## src/hdl/mrr_pkg.sv

```systemverilog
// Shared types, constants and helpers for the Modbus RTU read-response receiver.
// No dependencies; the receiver unit and the CRC engine refer to this package by scoped names.
package mrr_pkg;

    localparam int MAX_FRAME_BYTES = 64;
    localparam int MAX_WORDS       = 16;
    localparam int FRAME_LEN_W     = 7;
    localparam int WORD_IDX_W      = 4;
    localparam int WORD_CNT_W      = 5;

    localparam logic [15:0] CRC_INIT      = 16'hFFFF;
    localparam logic [15:0] CRC_POLY      = 16'hA001;
    localparam logic [2:0]  CRC_STEP_LAST = 3'd7;

    localparam logic [7:0] FUNC_READ_HOLDING = 8'h03;
    localparam logic [7:0] MAX_BYTE_COUNT    = 8'h20;
    localparam logic [FRAME_LEN_W-1:0] MIN_FRAME_LEN = FRAME_LEN_W'(5);
    localparam logic [FRAME_LEN_W-1:0] HEADER_LEN    = FRAME_LEN_W'(3);

    // configuration register indexes
    localparam logic REG_STATION_ADDRESS = 1'b0;
    localparam logic REG_GAP_TICKS       = 1'b1;

    localparam logic ACT_BYTE = 1'b0;
    localparam logic ACT_TICK = 1'b1;

    typedef enum logic [2:0] {
        ST_OK        = 3'd0,
        ST_ADDRESS   = 3'd1,
        ST_CRC       = 3'd2,
        ST_FUNCTION  = 3'd3,
        ST_COUNT_BIG = 3'd4,
        ST_SHORT     = 3'd5,
        ST_OVERFLOW  = 3'd6
    } status_t;

    typedef struct packed {
        logic clear;
        logic start;
    } crc_ctrl_t;

    // one bit of the reflected CRC-16/MODBUS update
    function automatic logic [15:0] crc_shift(input logic [15:0] c);
        crc_shift = c[0] ? ((c >> 1) ^ CRC_POLY) : (c >> 1);
    endfunction

endpackage

```

## src/hdl/mrr_if.sv

```systemverilog
// Valid/ready channel interfaces for the receiver's input and result beats.
// Depends on nothing; widths follow the field list of the block.
interface mrr_in_if;
    logic       valid;
    logic       ready;
    logic       action;
    logic [7:0] byte_value;

    modport source (output valid, action, byte_value, input ready);
    modport sink   (input valid, action, byte_value, output ready);
endinterface

interface mrr_out_if;
    logic        valid;
    logic        ready;
    logic [2:0]  status;
    logic        has_word;
    logic [3:0]  reg_index;
    logic [15:0] reg_value;
    logic        last;

    modport source (output valid, status, has_word, reg_index, reg_value, last, input ready);
    modport sink   (input valid, status, has_word, reg_index, reg_value, last, output ready);
endinterface

```

## src/hdl/modbus_rtu_read_response_receiver_unit.sv

```systemverilog
// Top level of the Modbus RTU function-03 response receiver.
// Depends on mrr_pkg, mrr_in_if / mrr_out_if and mrr_crc_serial.
//
// Usage:
//   in_ch carries one beat per UART event: action 0 with a received byte, or
//   action 1 for an idle tick. A frame closes on the tick that brings the
//   count of ticks since the last byte up to gap_ticks (zero acts as one).
//   out_ch carries the results of a closed frame: one beat per big-endian
//   register word (has_word 1, last on the final one), or a single status
//   beat with last set when the frame is rejected or holds no words.
//   Configuration (cfg_we, cfg_index, cfg_data) is written while idle.
// Timing:
//   A byte beat from the third on occupies the block until the bit-serial
//   CRC engine has folded the oldest held byte in, one bit per cycle; ready
//   stays low until it is done. The first two bytes, bytes past the frame
//   limit and ticks that do not close a frame do not hold off input. A closing
//   tick runs a registered read and an output load for each result beat,
//   plus any out_ch stall; input is held off until the final beat is loaded.
// Reset:
//   rst_n clears all frame state, the CRC to 0xFFFF, station_address to 1 and
//   gap_ticks to 5. The word store needs no clearing: only words written by
//   the current frame are ever read.
module modbus_rtu_read_response_receiver_unit
(
    input  logic        clk,
    input  logic        rst_n,
    mrr_in_if.sink      in_ch,
    mrr_out_if.source   out_ch,
    input  logic        cfg_we,
    input  logic        cfg_index,
    input  logic [7:0]  cfg_data
);

    typedef enum logic [1:0] {
        S_IDLE,
        S_READ,
        S_LOAD
    } state_t;

    localparam int LW = mrr_pkg::FRAME_LEN_W;

    state_t state_reg, state_next;

    // configuration
    logic [7:0] station_reg, station_next;
    logic [7:0] gap_reg,     gap_next;

    // frame state
    logic [7:0]    held0_reg, held0_next;
    logic [7:0]    held1_reg, held1_next;
    logic [7:0]    hdr0_reg,  hdr0_next;
    logic [7:0]    hdr1_reg,  hdr1_next;
    logic [7:0]    hdr2_reg,  hdr2_next;
    logic [LW-1:0] len_reg,   len_next;
    logic [7:0]    idle_reg,  idle_next;
    logic          ovf_reg,   ovf_next;

    // result sequencing
    mrr_pkg::status_t                  st_reg, st_next;
    logic [mrr_pkg::WORD_CNT_W-1:0]    words_reg, words_next;
    logic [mrr_pkg::WORD_IDX_W-1:0]    idx_reg, idx_next;

    // output register
    logic        ov_reg,   ov_next;
    logic [2:0]  ost_reg,  ost_next;
    logic        ohw_reg,  ohw_next;
    logic [3:0]  oidx_reg, oidx_next;
    logic [15:0] oval_reg, oval_next;
    logic        olast_reg, olast_next;

    // word store: high and low bytes kept apart for byte-wide writes
    logic [7:0] hi_mem [mrr_pkg::MAX_WORDS];
    logic [7:0] lo_mem [mrr_pkg::MAX_WORDS];
    logic [7:0] rd_hi_reg, rd_lo_reg;
    logic       mem_we_hi, mem_we_lo, rd_en;
    logic [mrr_pkg::WORD_IDX_W-1:0] mem_addr;

    // CRC engine
    mrr_pkg::crc_ctrl_t crc_ctrl;
    logic [15:0]        crc_val;
    logic               crc_busy;

    logic             in_ready;
    logic             in_fire;
    logic             out_free;
    logic [LW-1:0]    offs;
    logic [7:0]       idle_inc;
    mrr_pkg::status_t close_st;
    logic [8:0]       need_len;
    logic [mrr_pkg::WORD_CNT_W-1:0] close_words;
    logic [mrr_pkg::WORD_CNT_W-1:0] idx_plus;

    mrr_crc_serial u_crc
    (
        .clk   (clk),
        .rst_n (rst_n),
        .ctrl  (crc_ctrl),
        .data  (held0_reg),
        .crc   (crc_val),
        .busy  (crc_busy)
    );

    assign in_ready = (state_reg == S_IDLE) && !crc_busy;
    assign in_fire  = in_ch.valid && in_ready;
    assign out_free = !ov_reg || out_ch.ready;

    // offset of a payload byte past address, function and byte count
    assign offs     = len_reg - mrr_pkg::HEADER_LEN;
    assign idle_inc = (idle_reg == 8'hFF) ? idle_reg : idle_reg + 8'd1;
    assign need_len = {1'b0, hdr2_reg} + 9'd5;
    assign idx_plus = {1'b0, idx_reg} + mrr_pkg::WORD_CNT_W'(1);

    // frame checks, in priority order
    always_comb
    begin
        close_st = mrr_pkg::ST_OK;
        if (ovf_reg)
        begin
            close_st = mrr_pkg::ST_OVERFLOW;
        end
        else if (len_reg < mrr_pkg::MIN_FRAME_LEN)
        begin
            close_st = mrr_pkg::ST_SHORT;
        end
        else if (hdr0_reg != station_reg)
        begin
            close_st = mrr_pkg::ST_ADDRESS;
        end
        else if (held0_reg != crc_val[7:0] || held1_reg != crc_val[15:8])
        begin
            close_st = mrr_pkg::ST_CRC;
        end
        else if (hdr1_reg != mrr_pkg::FUNC_READ_HOLDING)
        begin
            close_st = mrr_pkg::ST_FUNCTION;
        end
        else if (hdr2_reg > mrr_pkg::MAX_BYTE_COUNT)
        begin
            close_st = mrr_pkg::ST_COUNT_BIG;
        end
        else if ({2'b00, len_reg} < need_len)
        begin
            close_st = mrr_pkg::ST_SHORT;
        end
    end

    // byte count is at most 32 once accepted, so the word count fits
    assign close_words = hdr2_reg[mrr_pkg::WORD_CNT_W:1];

    always_comb
    begin
        state_next   = state_reg;
        station_next = station_reg;
        gap_next     = gap_reg;
        held0_next   = held0_reg;
        held1_next   = held1_reg;
        hdr0_next    = hdr0_reg;
        hdr1_next    = hdr1_reg;
        hdr2_next    = hdr2_reg;
        len_next     = len_reg;
        idle_next    = idle_reg;
        ovf_next     = ovf_reg;
        st_next      = st_reg;
        words_next   = words_reg;
        idx_next     = idx_reg;
        ov_next      = ov_reg;
        ost_next     = ost_reg;
        ohw_next     = ohw_reg;
        oidx_next    = oidx_reg;
        oval_next    = oval_reg;
        olast_next   = olast_reg;
        crc_ctrl     = '0;
        mem_we_hi    = 1'b0;
        mem_we_lo    = 1'b0;
        mem_addr     = idx_reg;
        rd_en        = 1'b0;

        // drop the output beat once taken; a new load below overrides
        if (ov_reg && out_ch.ready)
        begin
            ov_next = 1'b0;
        end

        if (cfg_we)
        begin
            unique case (cfg_index)
                mrr_pkg::REG_STATION_ADDRESS: station_next = cfg_data;
                mrr_pkg::REG_GAP_TICKS:       gap_next     = cfg_data;
                default:                      station_next = station_reg;
            endcase
        end

        unique case (state_reg)
            S_IDLE:
            begin
                if (in_fire && in_ch.action == mrr_pkg::ACT_BYTE)
                begin
                    idle_next = 8'd0;
                    if (len_reg >= LW'(mrr_pkg::MAX_FRAME_BYTES))
                    begin
                        ovf_next = 1'b1;
                    end
                    else
                    begin
                        // the byte leaving the hold pair enters the CRC
                        crc_ctrl.start = (len_reg >= LW'(2));
                        held0_next     = held1_reg;
                        held1_next     = in_ch.byte_value;
                        len_next       = len_reg + LW'(1);
                        if (len_reg == LW'(0))
                        begin
                            hdr0_next = in_ch.byte_value;
                        end
                        else if (len_reg == LW'(1))
                        begin
                            hdr1_next = in_ch.byte_value;
                        end
                        else if (len_reg == LW'(2))
                        begin
                            hdr2_next = in_ch.byte_value;
                        end
                        else if (offs < LW'(2 * mrr_pkg::MAX_WORDS))
                        begin
                            mem_addr  = offs[mrr_pkg::WORD_IDX_W:1];
                            mem_we_hi = !offs[0];
                            mem_we_lo = offs[0];
                        end
                    end
                end
                else if (in_fire && (len_reg != LW'(0) || ovf_reg))
                begin
                    idle_next = idle_inc;
                    if (idle_inc >= gap_reg)
                    begin
                        st_next        = close_st;
                        words_next     = close_words;
                        idx_next       = '0;
                        state_next     = S_READ;
                        // return frame state to reset
                        crc_ctrl.clear = 1'b1;
                        held0_next     = 8'd0;
                        held1_next     = 8'd0;
                        hdr0_next      = 8'd0;
                        hdr1_next      = 8'd0;
                        hdr2_next      = 8'd0;
                        len_next       = '0;
                        idle_next      = 8'd0;
                        ovf_next       = 1'b0;
                    end
                end
            end

            S_READ:
            begin
                rd_en      = 1'b1;
                state_next = S_LOAD;
            end

            S_LOAD:
            begin
                if (out_free)
                begin
                    ov_next = 1'b1;
                    if (st_reg != mrr_pkg::ST_OK || words_reg == '0)
                    begin
                        ost_next   = st_reg;
                        ohw_next   = 1'b0;
                        oidx_next  = 4'd0;
                        oval_next  = 16'd0;
                        olast_next = 1'b1;
                        state_next = S_IDLE;
                    end
                    else
                    begin
                        ost_next   = mrr_pkg::ST_OK;
                        ohw_next   = 1'b1;
                        oidx_next  = idx_reg;
                        oval_next  = {rd_hi_reg, rd_lo_reg};
                        olast_next = (idx_plus == words_reg);
                        if (idx_plus == words_reg)
                        begin
                            state_next = S_IDLE;
                        end
                        else
                        begin
                            idx_next   = idx_reg + mrr_pkg::WORD_IDX_W'(1);
                            state_next = S_READ;
                        end
                    end
                end
            end

            default:
            begin
                state_next = S_IDLE;
            end
        endcase
    end

    always_ff @(posedge clk or negedge rst_n)
    begin
        if (!rst_n)
        begin
            state_reg   <= S_IDLE;
            station_reg <= 8'd1;
            gap_reg     <= 8'd5;
            held0_reg   <= 8'd0;
            held1_reg   <= 8'd0;
            hdr0_reg    <= 8'd0;
            hdr1_reg    <= 8'd0;
            hdr2_reg    <= 8'd0;
            len_reg     <= '0;
            idle_reg    <= 8'd0;
            ovf_reg     <= 1'b0;
            st_reg      <= mrr_pkg::ST_OK;
            words_reg   <= '0;
            idx_reg     <= '0;
            ov_reg      <= 1'b0;
            ost_reg     <= 3'd0;
            ohw_reg     <= 1'b0;
            oidx_reg    <= 4'd0;
            oval_reg    <= 16'd0;
            olast_reg   <= 1'b0;
        end
        else
        begin
            state_reg   <= state_next;
            station_reg <= station_next;
            gap_reg     <= gap_next;
            held0_reg   <= held0_next;
            held1_reg   <= held1_next;
            hdr0_reg    <= hdr0_next;
            hdr1_reg    <= hdr1_next;
            hdr2_reg    <= hdr2_next;
            len_reg     <= len_next;
            idle_reg    <= idle_next;
            ovf_reg     <= ovf_next;
            st_reg      <= st_next;
            words_reg   <= words_next;
            idx_reg     <= idx_next;
            ov_reg      <= ov_next;
            ost_reg     <= ost_next;
            ohw_reg     <= ohw_next;
            oidx_reg    <= oidx_next;
            oval_reg    <= oval_next;
            olast_reg   <= olast_next;
        end
    end

    // word store: byte-wide writes, registered read
    always_ff @(posedge clk)
    begin
        if (mem_we_hi)
        begin
            hi_mem[mem_addr] <= in_ch.byte_value;
        end
        if (mem_we_lo)
        begin
            lo_mem[mem_addr] <= in_ch.byte_value;
        end
        if (rd_en)
        begin
            rd_hi_reg <= hi_mem[idx_reg];
            rd_lo_reg <= lo_mem[idx_reg];
        end
    end

    assign in_ch.ready      = in_ready;
    assign out_ch.valid     = ov_reg;
    assign out_ch.status    = ost_reg;
    assign out_ch.has_word  = ohw_reg;
    assign out_ch.reg_index = oidx_reg;
    assign out_ch.reg_value = oval_reg;
    assign out_ch.last      = olast_reg;

endmodule

```

## src/hdl/mrr_crc_serial.sv

```systemverilog
// Bit-serial CRC-16/MODBUS engine: folds one byte in bit by bit, busy until done.
// Depends on mrr_pkg (crc_ctrl_t, crc_shift, CRC constants).
module mrr_crc_serial
(
    input  logic               clk,
    input  logic               rst_n,
    input  mrr_pkg::crc_ctrl_t ctrl,
    input  logic [7:0]         data,
    output logic [15:0]        crc,
    output logic               busy
);

    logic [15:0] crc_reg,  crc_next;
    logic [2:0]  bits_reg, bits_next;
    logic        busy_reg, busy_next;

    always_comb
    begin
        crc_next  = crc_reg;
        bits_next = bits_reg;
        busy_next = busy_reg;
        if (ctrl.clear)
        begin
            crc_next  = mrr_pkg::CRC_INIT;
            busy_next = 1'b0;
        end
        else if (ctrl.start)
        begin
            // xor the byte in and take the first shift in the same cycle
            crc_next  = mrr_pkg::crc_shift(crc_reg ^ {8'h00, data});
            bits_next = 3'd1;
            busy_next = 1'b1;
        end
        else if (busy_reg)
        begin
            crc_next  = mrr_pkg::crc_shift(crc_reg);
            bits_next = bits_reg + 3'd1;
            if (bits_reg == mrr_pkg::CRC_STEP_LAST)
            begin
                busy_next = 1'b0;
            end
        end
    end

    always_ff @(posedge clk or negedge rst_n)
    begin
        if (!rst_n)
        begin
            crc_reg  <= mrr_pkg::CRC_INIT;
            bits_reg <= 3'd0;
            busy_reg <= 1'b0;
        end
        else
        begin
            crc_reg  <= crc_next;
            bits_reg <= bits_next;
            busy_reg <= busy_next;
        end
    end

    assign crc  = crc_reg;
    assign busy = busy_reg;

endmodule
```

## src/flat_wrapper.sv

```systemverilog
// flat-port wrapper written by rule: the top's interface ports become plain ports
module modbus_rtu_read_response_receiver_unit_flat 
  (clk, rst_n, cfg_we, cfg_index, cfg_data, in_ch_valid, in_ch_action, in_ch_byte_value, in_ch_ready, out_ch_valid, out_ch_status, out_ch_has_word, out_ch_reg_index, out_ch_reg_value, out_ch_last, out_ch_ready);
  mrr_in_if in_ch_i ();
  mrr_out_if out_ch_i ();
  input  logic clk;
  input  logic rst_n;
  input  logic cfg_we;
  input  logic cfg_index;
  input  logic [7:0] cfg_data;
  input wire logic [$bits(in_ch_i.valid)-1:0] in_ch_valid;
  input wire logic [$bits(in_ch_i.action)-1:0] in_ch_action;
  input wire logic [$bits(in_ch_i.byte_value)-1:0] in_ch_byte_value;
  output wire logic [$bits(in_ch_i.ready)-1:0] in_ch_ready;
  output wire logic [$bits(out_ch_i.valid)-1:0] out_ch_valid;
  output wire logic [$bits(out_ch_i.status)-1:0] out_ch_status;
  output wire logic [$bits(out_ch_i.has_word)-1:0] out_ch_has_word;
  output wire logic [$bits(out_ch_i.reg_index)-1:0] out_ch_reg_index;
  output wire logic [$bits(out_ch_i.reg_value)-1:0] out_ch_reg_value;
  output wire logic [$bits(out_ch_i.last)-1:0] out_ch_last;
  input wire logic [$bits(out_ch_i.ready)-1:0] out_ch_ready;
  assign in_ch_i.valid = in_ch_valid;
  assign in_ch_i.action = in_ch_action;
  assign in_ch_i.byte_value = in_ch_byte_value;
  assign in_ch_ready = in_ch_i.ready;
  assign out_ch_valid = out_ch_i.valid;
  assign out_ch_status = out_ch_i.status;
  assign out_ch_has_word = out_ch_i.has_word;
  assign out_ch_reg_index = out_ch_i.reg_index;
  assign out_ch_reg_value = out_ch_i.reg_value;
  assign out_ch_last = out_ch_i.last;
  assign out_ch_i.ready = out_ch_ready;
  modbus_rtu_read_response_receiver_unit u_core (.clk(clk), .rst_n(rst_n), .in_ch(in_ch_i), .out_ch(out_ch_i), .cfg_we(cfg_we), .cfg_index(cfg_index), .cfg_data(cfg_data));
endmodule
```

## config.mk

```make
export PLATFORM = sky130hd
export DESIGN_NAME = modbus_rtu_read_response_receiver_unit_flat
export DESIGN_NICKNAME = d
export VERILOG_FILES = /design/src/hdl/mrr_pkg.sv /design/src/hdl/mrr_if.sv /design/src/hdl/modbus_rtu_read_response_receiver_unit.sv /design/src/hdl/mrr_crc_serial.sv /design/src/flat_wrapper.sv
export SDC_FILE = /design/constraint.sdc
export NUM_CORES = 1
export LEC_CHECK = 0
export ABC_AREA = 1
export BUFFER_PORTS_ARGS = -buffer_cell sky130_fd_sc_hd__buf_4
export CAP_MARGIN = 20
export CORE_MARGIN = 3
export CORE_UTILIZATION = 45
export CTS_CLUSTER_DIAMETER = 100
export CTS_CLUSTER_SIZE = 30
export DETAILED_ROUTE_END_ITERATION = 6
export PLACE_DENSITY = 0.74
export SYNTH_ARGS = -nofsm -noshare
export SYNTH_HDL_FRONTEND = slang
export SYNTH_SLANG_ARGS = --single-unit
```

## constraint.sdc

```tcl
create_clock -name clk -period 3 [get_ports clk]
set_clock_uncertainty 0.05 [all_clocks]
set_input_delay 0.15 -clock clk [delete_from_list [all_inputs] [get_ports clk]]
set_output_delay 0.15 -clock clk [all_outputs]
set_load 0.005 [all_outputs]
```

Word level (Yosys, flattened, before mapping)
Memory sizes are Yosys's and may differ from the RTL's. A register that Yosys moved wholly into a read port is not among the register bits.
Index checks and enable logic that the tools add are counted.
{"block": "word_totals", "reg_bits": 132, "mem_bits_rw": 256, "n_memories": 2}
{"name": "u_core.hi_mem", "depth": 16, "width": 8, "rd": 1, "rd_ports_with_merged_regs": 1, "write_ports": 1, "line_no": "modbus_rtu_read_response_receiver_unit.sv:72", "text": "logic [7:0] hi_mem [mrr_pkg::MAX_WORDS];"}
{"name": "u_core.lo_mem", "depth": 16, "width": 8, "rd": 1, "rd_ports_with_merged_regs": 1, "write_ports": 1, "line_no": "modbus_rtu_read_response_receiver_unit.sv:73", "text": "logic [7:0] lo_mem [mrr_pkg::MAX_WORDS];"}
{"block": "classes", "muxes": 102, "bitwise": 7, "eq_ne": 24, "reduce_logical": 35, "magnitude_cmp": 7, "add_sub_neg": 7}
{"cell": "$mux W8", "n": 22}
{"cell": "$mux W16", "n": 6}
{"cell": "$mux W4", "n": 14}
{"cell": "$mux W1", "n": 38}
{"cell": "$mux W3", "n": 10}
{"cell": "$mux W7", "n": 4}
{"cell": "$ne A2 B2 Y1 const B", "n": 12}
{"cell": "$ne A8 B8 Y1", "n": 3}
{"cell": "$reduce_and A4 Y1", "n": 4}
{"cell": "$xor A16 B8 Y16", "n": 1}
{"cell": "$reduce_and A7 Y1", "n": 2}
{"cell": "$mux W2", "n": 6}
{"cell": "$reduce_and A2 Y1", "n": 5}
{"cell": "$add A8 B3 Y9 const B", "n": 1}
{"cell": "$lt A7 B9 Y1", "n": 1}
{"cell": "$add A8 B1 Y8 const B", "n": 1}
{"cell": "$eq A8 B8 Y1 const B", "n": 1}
{"cell": "$ge A8 B8 Y1", "n": 1}
{"cell": "$gt A8 B6 Y1 const B", "n": 1}
{"cell": "$ne A8 B2 Y1 const B", "n": 1}
{"cell": "$pmux W4 S2", "n": 1}
{"cell": "$reduce_bool A2 Y1", "n": 4}
{"cell": "$add A7 B1 Y7 const B", "n": 1}
{"cell": "$eq A7 B1 Y1 const B", "n": 1}
{"cell": "27 further kinds", "n": 41}

Longest topological paths before layout
Gate-level depths: netlist of the first run.
{"block": "depth", "depth_word": 11, "mapped_depth": 17}

Cells and area by module
A second synthesis of the first run with hierarchy kept.
{"block": "unflattened", "cells_unflattened": 1677, "area_unflattened_um2": 17675.7}
{"mod": "modbus_rtu_read_response_receiver_unit", "instances": 1, "area_per_inst_um2": 16666.0, "cells_per_inst": 1557}
{"mod": "mrr_crc_serial", "instances": 1, "area_per_inst_um2": 1009.7, "cells_per_inst": 120}

Least setup slack after synthesis of the first run
No wires, ideal clock.
{"block": "synth_timing", "path_kind": "flip-flop to flip-flop", "start": "register u_core.idle_reg[0]", "end": "register u_core.hdr2_reg[0]", "arrival_time_ns": 2.605, "path_stages_with_launch": 14, "setup_slack_ns": 0.219, "required_time_ns": 2.824, "cell_sequence": "dfrtp_1 > ha_1 > nand3_1 > nor2_1 > nand3_1 > nand3_1 > xor2_1 > ha_1 > a21oi_1 > o21a_1 > nand4_2 > o211ai_1 > buf_4 > o21ai_0"}
{"block": "synth_via", "elab_chain_len": 5}
{"element": "start, declared", "line_no": "modbus_rtu_read_response_receiver_unit.sv:55", "text": "logic [7:0] idle_reg, idle_next;"}
{"element": "start signal, assigned", "line_no": "modbus_rtu_read_response_receiver_unit.sv:336", "text": "idle_reg <= idle_next;"}
{"element": "$add A8 B1 Y8 or $eq A8 B8 Y1 (tied branches)", "line_no": "modbus_rtu_read_response_receiver_unit.sv:109", "text": "assign idle_inc = (idle_reg == 8'hFF) ? idle_reg : idle_reg + 8'd1;"}
{"element": "$mux W8 (*)", "line_no": "modbus_rtu_read_response_receiver_unit.sv:109"}
{"element": "$ge A8 B8 Y1 (*)", "line_no": "modbus_rtu_read_response_receiver_unit.sv:233", "text": "if (idle_inc >= gap_reg)"}
{"element": "$reduce_bool A2 Y1 (no line) (*)"}
{"element": "$reduce_and A7 Y1 (no line) (*)"}
{"element": "end signal, assigned", "line_no": "modbus_rtu_read_response_receiver_unit.sv:334", "text": "hdr2_reg <= hdr2_next;"}
{"element": "end, declared", "line_no": "modbus_rtu_read_response_receiver_unit.sv:53", "text": "logic [7:0] hdr2_reg, hdr2_next;"}
Mark *: on every way between the ends. The rest lies on a longest branch, timed or not.
A chain may end at the register's enable or synchronous reset.

Worst setup path in the final report of the first run
{"block": "layout_timing", "start": "register u_core.idle_reg[1]", "end": "register u_core.len_reg[4]"}
{"block": "layout_via", "elab_chain_len": 5}
{"element": "$add A8 B1 Y8 or $eq A8 B8 Y1 (tied branches)", "line_no": "modbus_rtu_read_response_receiver_unit.sv:109"}
{"element": "$mux W8 (*)", "line_no": "modbus_rtu_read_response_receiver_unit.sv:109"}
{"element": "$ge A8 B8 Y1 (*)", "line_no": "modbus_rtu_read_response_receiver_unit.sv:233"}
{"element": "$reduce_bool A2 Y1 (no line) (*)"}
{"element": "$reduce_and A4 Y1 (no line) (*)"}
{"element": "end signal, assigned", "line_no": "modbus_rtu_read_response_receiver_unit.sv:335", "text": "len_reg <= len_next;"}
{"element": "end, declared", "line_no": "modbus_rtu_read_response_receiver_unit.sv:54", "text": "logic [LW-1:0] len_reg, len_next;"}
Marked as above.

==> results by group, run 1 <==
Status
  • Outcome: finished clean

Critical path
  • Crit path kind: reg2reg
  • Reg2reg path depth: 17
  • Worst path arrival time: 3.19 ns
  • CP most frequent cell: nand2_1
  • CP Cell Sequence: ha_2 -> nand3_2 -> nor2_4 -> nand3_2 -> buf_4 -> nand2_1 -> o21ai_1 -> ha_1 -> a21oi_1 -> o21ai_0 -> nand2_1 -> nand4_4 -> nand2_4 -> nor2_4 -> buf_12 -> nand2_1 -> o21ai_0
  • Startpoint types: flop
  • Max stage delay on crit path: 0.40 ns
  • Worst EP required: 3.35 ns
  • FF-to-FF setup slack: 0.16 ns
  • Max FO, Critical Path: 18
  • Reg2Reg Launch Point: u_core.idle_reg[1]
  • CP endpoint kind: flop
  • Slowest library cell on the worst path: dfrtp_1
  • Reg-to-Reg End: u_core.len_reg[4]

Clocking
  • CTS Buf Count: 17
  • TritonCTS clock tree: yes
  • H-tree depth: 1
  • CTS sink cnt: 404
  • Clock Tree Root: clkbuf_16
  • Worst skew pair latency: 0.53 ns
  • CTS max path bufs: 3
  • Clk pin slew, worst setup/hold paths: 0.11 ns

Global routing
  • Largest net degree at the start of global routing: 86
  • First-pass GRT wire length: 66.1 mm
  • Initial antenna violation count: 1
  • All-layer global routing usage: 19.8%
  • Global route overflow: 0
  • Vias in the first global route: 12,091

Final layout
  • Layout cell share with drive strength beyond 1: 11.7%
  • Top Registers: u_core.hi_mem x128, u_core.lo_mem x128
  • Fin cells: 2,236
  • Area Overhead vs Synth: 10.9%
  • # fillers: 3,256
  • Final Util: 51.3%
  • ANT cells: 0
  • Nets: 1,762

Timing
  • Fmax: 0.353 GHz
  • Rel. slew slack: 47.1%
  • Final hold vios: 0
  • Slew of the pin with the lowest slew margin: 0.794 ns
  • Slew Viols, Final: 0
  • Final period utilization: 94.5%
  • Crit path time final: 2.84 ns
  • Setup repair after global routing missed its margin: yes
  • # setup viols final: 0
  • Fin Setup TNS: 0 ns

Synth
  • Ys flop type: edfxtp_1
  • Mapped cell area: 0.0176 mm²
  • Seq cells post-synth: 404
  • Ys async rst share: 32.7%
  • Sequential fraction of the synthesis area: 65.1%
  • Synth Net Count: 1,692
  • Number of synthesized flops with an enable pin: 272
  • Mean Syn Cell Area: 10.7 µm²
  • Cells after Synth: 1,644
  • Netlist cell types: 45
  • Synth Warn #: 0

Placed design
  • HPWL after DPL: 26.9 mm
  • Post-Place Cells: 2,188
  • PortBufs: 49
  • Routability cong.: 0.878

Pwr
  • Max VDD drop: 0.445 mV
  • P_leak: 7.59 nW
  • Pwr dens: 800 mW/mm²

Floorplanning
  • Die ar.: 0.0416 mm²
  • Io pins: 50
  • Initial Util: 46.3%
  • Die Span X: 204 µm
  • Core Box Area: 0.0381 mm²
  • Rows: 71
  • Die Ht: 204 µm

Worst hold path
  • Worst Hold Endpoint: u_core.lo_mem[3][2]
  • Hold Path Depth: 1
  • Source of the worst hold timing path: in_ch_byte_value[2]
  • Hold Path Class: in2reg

Routing
  • ANT nets after route: 0
  • Wire per inst: 18.6 µm
  • DRT Pass-1 Iters: 6
  • 1st-iter DRT viols: 1,499
  • Detailed Route WL: 41.6 mm
  • Vias per cell: 5.58
  • Drt drc: 0
  • Vias: 12,488

Flow run
  • Max cap viols: 0
worst max-delay path by stage:
stage / start / to / slack (ns) / depth (start not counted)
floorplan: u_core.idle_reg[0] / u_core.hdr2_reg[0] / 0.22 / 13
detailed placement: u_core.idle_reg[1] / u_core.hdr1_reg[6] / -0.16 / 15
global route: u_core.idle_reg[1] / u_core.len_reg[6] / -0.03 / 15
finish: u_core.idle_reg[1] / u_core.len_reg[4] / 0.16 / 17
CTS: u_core.idle_reg[1] / u_core.len_reg[6] / 0.05 / 15
global placement: u_core.idle_reg[1] / u_core.hdr1_reg[6] / 0.006 / 15
layer usage:
layer	up-vias	track usage (%)	wire length, µm
li1	5853	-	-
met1	6095	28.7	18100
met2	478	31.9	19300
met3	60	3.30	3490
met4	2	4.20	725
met5	-	0	13
timing repair:
item | 4_1_cts | 5_1_grt
gates resized for setup | 2 | 18
gates cloned | 0 | 1
hold buffers | 13 | 0
pin swaps | 0 | 5
endpoints found under the hold margin | 105 | 0
endpoints found under the setup margin | 9 | 332
setup buffers | 0 | 4
worst max-delay path, delay by kind of cell (launching register included):
kind / cells / cell delay [ns]
adders and majority gates: 2 / 0.53
and+or+nand+nor: 9 / 1.01
buffers and inverters: 2 / 0.32
DFF: 1 / 0.40
AOI/OAI and AO/OA: 4 / 0.37
per-stage QoR:
stage / power (W) / hold slack (ns) / area, µm² / worst slack, ns
floorplan: 0.0110 / -0.196 / 17600 / 0.219
global placement: 0.0126 / 0.214 / 18800 / 0.00614
detailed placement: 0.0128 / 0.225 / 18800 / -0.159
CTS: 0.0155 / 0.00310 / 19500 / 0.0546
global route: 0.0167 / 0.00111 / 19600 / -0.0281
finish: 0.0157 / 0.0181 / 19600 / 0.164
layout by cell type, fill, tap and decap left out, types with 17 or more instances in the layout:
cell	synthesis	layout
a21oi_1	26	26
buf_4	4	104
clkbuf_16	0	17
dfrtp_1	113	111
dfstp_2	19	19
edfxtp_1	272	272
ha_1	25	24
inv_1	117	113
nand2_1	259	257
nand3_1	71	68
nor2_1	225	223
nor3_1	26	26
o211ai_1	19	19
o21ai_0	217	214
o221ai_1	47	47
o22ai_1	30	30
xnor2_1	20	20
xor2_1	18	18
logic make-up (layout without fill, tap and decap cells):
family                     after synthesis  after routing  synth area share [%]
AOI/OAI and AO/OA                      352            352                  11.7
and+or+nand+nor                        624            625                  15.0
buffers and inverters                  201            281                  4.52
adders and majority gates               25             25                  1.77
DFF                                    404            404                  65.1
xor gates and xnor gates                38             38                  1.89
power by group:
group          switching, W  leakage, nW  total (W)  internal, W
Clock               0.00165        0.238    0.00275      0.00110
Combinational       0.00364         3.23    0.00554      0.00191
Sequential         0.000605         4.13    0.00737      0.00676
Yosys cell counts (all sizes together), types with 2 or more instances:
| master | instances | area share [%] |
|---|---|---|
| a31oi | 3 | 0.11 |
| nor3 | 27 | 0.79 |
| xnor2 | 20 | 0.99 |
| nand4 | 13 | 0.50 |
| o221ai | 47 | 2.3 |
| buf | 21 | 0.69 |
| dfrtp | 113 | 16 |
| o211ai | 19 | 0.81 |
| a21boi | 2 | 0.085 |
| edfxtp | 272 | 46 |
| nand3 | 75 | 2.2 |
| dfstp | 19 | 2.8 |
| a21oi | 27 | 0.79 |
| nand3b | 4 | 0.17 |
| o22ai | 30 | 1.1 |
| ha | 25 | 1.8 |
| xor2 | 18 | 0.89 |
| inv | 124 | 2.6 |
| nand2 | 266 | 5.8 |
| nor2 | 234 | 5.3 |
| clkinv | 3 | 0.064 |
| o21ai | 218 | 6.2 |
| clkbuf | 53 | 1.1 |
| a22o | 2 | 0.099 |
| or2 | 3 | 0.11 |
cell type report:
| type | instances | area, µm² | area share, % |
|---|---|---|---|
| clock buffer | 26 | 459 | 2.35 |
| clock inverter | 4 | 30.0 | 0.153 |
| inverter | 127 | 482 | 2.46 |
| multi-input combinational | 1040 | 5420 | 27.7 |
| sequential | 404 | 11500 | 58.8 |
| tap | 511 | 639 | 3.27 |
| timing repair buffer | 124 | 1040 | 5.33 |
Note: power is estimated with default switching activity, not from simulation.
==> run 2: changes to the inputs <==
--- a/config.mk
+++ b/config.mk
@@ -16,4 +16,5 @@
 export PLACE_DENSITY = 0.74
 export SYNTH_ARGS = -nofsm -noshare
 export SYNTH_HDL_FRONTEND = slang
+export SYNTH_HIERARCHICAL = 1
 export SYNTH_SLANG_ARGS = --single-unit
==> run 2 against run 1 <==
- core utilization rose by 1.1 points
- register-to-register slack worse by 0.03 ns
- final area increased by 2.4%
- final cell count up 2.6%
- largest power group unchanged
- sequential share of layout area is 1.4 points lower
- worst hold slack improved by 0.070 ns
==> results by group, run 2 <==
Pwr
  • Internal power: 0.00951 W (-2.6%)
  • Seq pwr share: 47.9% (+0.8 points)
  • Logic pwr share: 33.3% (-2.1 points)
  • P_leak: 7.97 nW (+4.9%)
  • Clock Power Share: 18.8% (+1.3 points)
  • NetSw: 0.00541 W (-8.1%)
  • Switching share of power: 36.3% (-1.3 points)
  • Max VDD drop: 0.342 mV (-23%)
  • Pwr dens: 745 mW/mm² (-6.9%)

Floorplanning
  • Io pins: 50 (unchanged)
  • Die Span X: 204 µm (about the same)
  • Rows: 71 (unchanged)
  • Die Ht: 204 µm (about the same)
  • Initial Util: 46.3% (about the same)
  • Core Box Area: 0.0382 mm² (+0.23%)
  • Die ar.: 0.0417 mm² (+0.17%)

Final layout
  • Area Overhead vs Synth: 13.3%
  • Nets: 1,819 (+3.2%)
  • Fin cells: 2,295 (+2.6%)
  • Commonest non-fill, non-tap cell in the layout: nand2_1
  • # fillers: 3,257 (+0.031%)
  • Layout cell share with drive strength beyond 1: 14.1% (+2.5 points)
  • ANT cells: 0 (unchanged)
  • Cell area after layout: 0.0200 mm² (+2.4%)
  • Top Registers: u_core/hi_mem x128, u_core/lo_mem x128
  • Most frequent cells in the layout: 421 x nand2_1, 272 x edfxtp_1, 152 x o21ai_0, 144 x nor2_1, 117 x buf_4

Global routing
  • Met3 Usage GRT: 2.66% (-0.64 points)
  • All-layer global routing usage: 19.3% (-0.58 points)
  • Global routing usage on met2: 31.7% (-0.18 points)
  • First-pass GRT wire length: 64.2 mm (-2.8%)
  • Initial antenna violation count: 0 (-1)
  • Largest net degree at the start of global routing: 98 (+14%)
  • Vias in the first global route: 12,069 (-0.18%)
  • Most used routing layer: met2
  • Met1 global-route usage: 27.4% (-1.3 points)
  • Global route overflow: 0 (unchanged)

Clocking
  • Worst skew pair latency: 0.53 ns (about the same)
  • Clk pin slew, worst setup/hold paths: 0.12 ns (about the same)
  • TritonCTS clock tree: yes
  • CTS sink cnt: 404 (unchanged)
  • CTS Buf Count: 17 (unchanged)
  • H-tree depth: 1 (unchanged)
  • Clock Tree Root: clkbuf_16
  • CTS max path bufs: 3 (unchanged)

Critical path
  • Worst path arrival time: 3.24 ns (+0.05 ns)
  • Slowest library cell on the worst path: dfrtp_1
  • CP endpoint kind: flop
  • CP top delay family: simple AND/OR/NAND/NOR gates
  • Worst EP required: 3.37 ns (+0.02 ns)
  • WP buf/inv: 5 (+3)
  • Crit path kind: reg2reg
  • Worst setup path startpoint: u_core/idle_reg[1]
  • CP Cell Sequence: ha_4 -> nand2_4 -> nor3_4 -> nand3_2 -> buf_6 -> xor2_2 -> ha_2 -> inv_1 -> a21oi_2 -> o21ai_1 -> nand2_2 -> buf_4 -> nand4_4 -> nand3_4 -> inv_2 -> buf_4 -> nand2_1 -> o21ai_0
  • Max stage delay on crit path: 0.42 ns (+0.02 ns)
  • CP most frequent cell: buf_4
  • Max FO, Critical Path: 9 (-9)
  • Startpoint types: flop
  • Reg2Reg Launch Point: u_core/idle_reg[1]

Timing
  • Slew Viols, Final: 0 (unchanged)
  • Slew of the pin with the lowest slew margin: 0.708 ns (-0.0853 ns)
  • Fmax: 0.349 GHz (-1.1%)
  • Fin Setup TNS: 0 ns (unchanged)
  • Crit path time final: 2.87 ns (+0.0327 ns)
  • # setup viols final: 0 (unchanged)
  • Final period utilization: 95.6% (+1.1 points)
  • Final hold vios: 0 (unchanged)
  • Final hold slack: 0.0878 ns (+0.0697 ns)
  • Setup repair after global routing missed its margin: yes
  • Rel. slew slack: 52.5% (+5.4 points)

Synth
  • Seq cells post-synth: 404 (unchanged)
  • Ys flop type: edfxtp_1
  • Ys async rst share: 32.7% (unchanged)
  • Number of synthesized flops with an enable pin: 272 (unchanged)
  • Synth Net Count: 1,723 (+1.8%)
  • Synth area leader: edfxtp_1
  • Sequential fraction of the synthesis area: 65.0% (-0.12 points)
  • Area share of the largest cell type after synthesis: 46.2% (-0.082 points)
  • Mapped cell area: 0.0177 mm² (+0.18%)
  • Commonest cells post-synth: 429 x nand2_1, 272 x edfxtp_1, 155 x o21ai_0
  • Cells after Synth: 1,677 (+2.0%)
  • Count leader, synth: nand2_1
  • Mean Syn Cell Area: 10.5 µm² (-1.8%)
  • Synth Warn #: 6 (+6)
  • Netlist cell types: 46 (+2.2%)
  • Leading post-synthesis cells by cell area: edfxtp_1 46%, dfrtp_1 16%, nand2_1 9.1%, o21ai_0 4.4%, nor2_1 3.1%

Routing
  • DRT Pass-1 Iters: 5 (-1)
  • Wire per inst: 17.9 µm (-4.0%)
  • 1st-iter DRT viols: 1,487 (-0.80%)
  • Drt drc: 0 (unchanged)
  • Detailed Route WL: 41.0 mm (-1.4%)
  • Vias: 12,639 (+1.2%)
  • ANT nets after route: 0 (unchanged)
  • Vias per cell: 5.51 (-1.4%)

Flow run
  • Max cap viols: 0 (unchanged)

Placed design
  • HPWL after DPL: 26.4 mm (-2.0%)
  • PortBufs: 49 (unchanged)
  • Routability cong.: 0.862 (-1.8%)
  • Placed Area: 0.0189 mm² (+0.53%)
  • Post-Place Cells: 2,234 (+2.1%)

Status
  • Outcome: finished clean

Worst hold path
  • Hold Path Class: in2async
-- run 2: through the flow --
stage	utilization, %	setup slack [ns]	power [W]
after floorplan	-	0.0703	0.0103
after global placement	49.6	-0.144	0.0114
after detailed placement	49.6	-0.283	0.0116
after CTS	51.5	0.0292	0.0145
after global routing	52.4	-0.0925	0.0159
final	52.4	0.132	0.0149
-- run 2: final timing paths --
check                      cells past startpoint                          to  slack [ns]
hold reg to reg                                2  u_core/out_ch.reg_value[0]        0.43
max in group asynchronous                      3         u_core/u_crc/crc[4]        2.05
setup / recovery                              18           u_core/len_reg[5]        0.13
min in group clk                               5         u_core/held0_reg[1]        0.09
hold / removal                                 2           u_core/gap_reg[1]        0.09
setup reg to reg                              18           u_core/len_reg[5]        0.13
-- run 2: logic make-up after synthesis --
family	after synthesis	share of synthesized area, %
compound gates	278	8.92
simple gates	746	18.2
buf+inv	185	4.15
flops	404	65.0
fa+ha+maj	23	1.63
xor+xnor	41	2.03
-- run 2: metal layers --
| metal | part of all wire, % | vias up |
|---|---|---|
| met5 | 0 | - |
| met4 | 2.1 | 0 |
| met3 | 7.5 | 67 |
| met2 | 48 | 461 |
| met1 | 43 | 6174 |
| li1 | - | 5937 |
-- run 2: area by class of cell --
| cell class | instances | area (µm²) | share of cell area [%] |
|---|---|---|---|
| multi-input cells | 1090 | 5720 | 28.6 |
| well taps | 511 | 639 | 3.19 |
| clock inverters | 3 | 42.5 | 0.212 |
| flip-flops and latches | 404 | 11500 | 57.4 |
| repair buffers | 146 | 1230 | 6.15 |
| clock buffers | 27 | 463 | 2.31 |
| inverters | 114 | 434 | 2.17 |
-- run 2: repair_timing --
item / in CTS / in global routing
setup endpoints to repair: 18 / 81
gates resized for setup: 1 / 59
buffers inserted: 3 / 7
endpoints found under the hold margin: 228 / 0
hold buffers: 18 / 0
gates cloned: 0 / 3
pin swaps: 1 / 21
-- run 2: power groups by stage --
stage	Clock, W	Combinational [W]	Sequential [W]
6_report	0.00280	0.00497	0.00715
4_1_cts	0.00286	0.00450	0.00712
3_5_place_dp	0	0.00439	0.00724
5_1_grt	0.00309	0.00555	0.00723
2_1_floorplan	0	0.00316	0.00709
3_3_place_gp	0	0.00422	0.00722
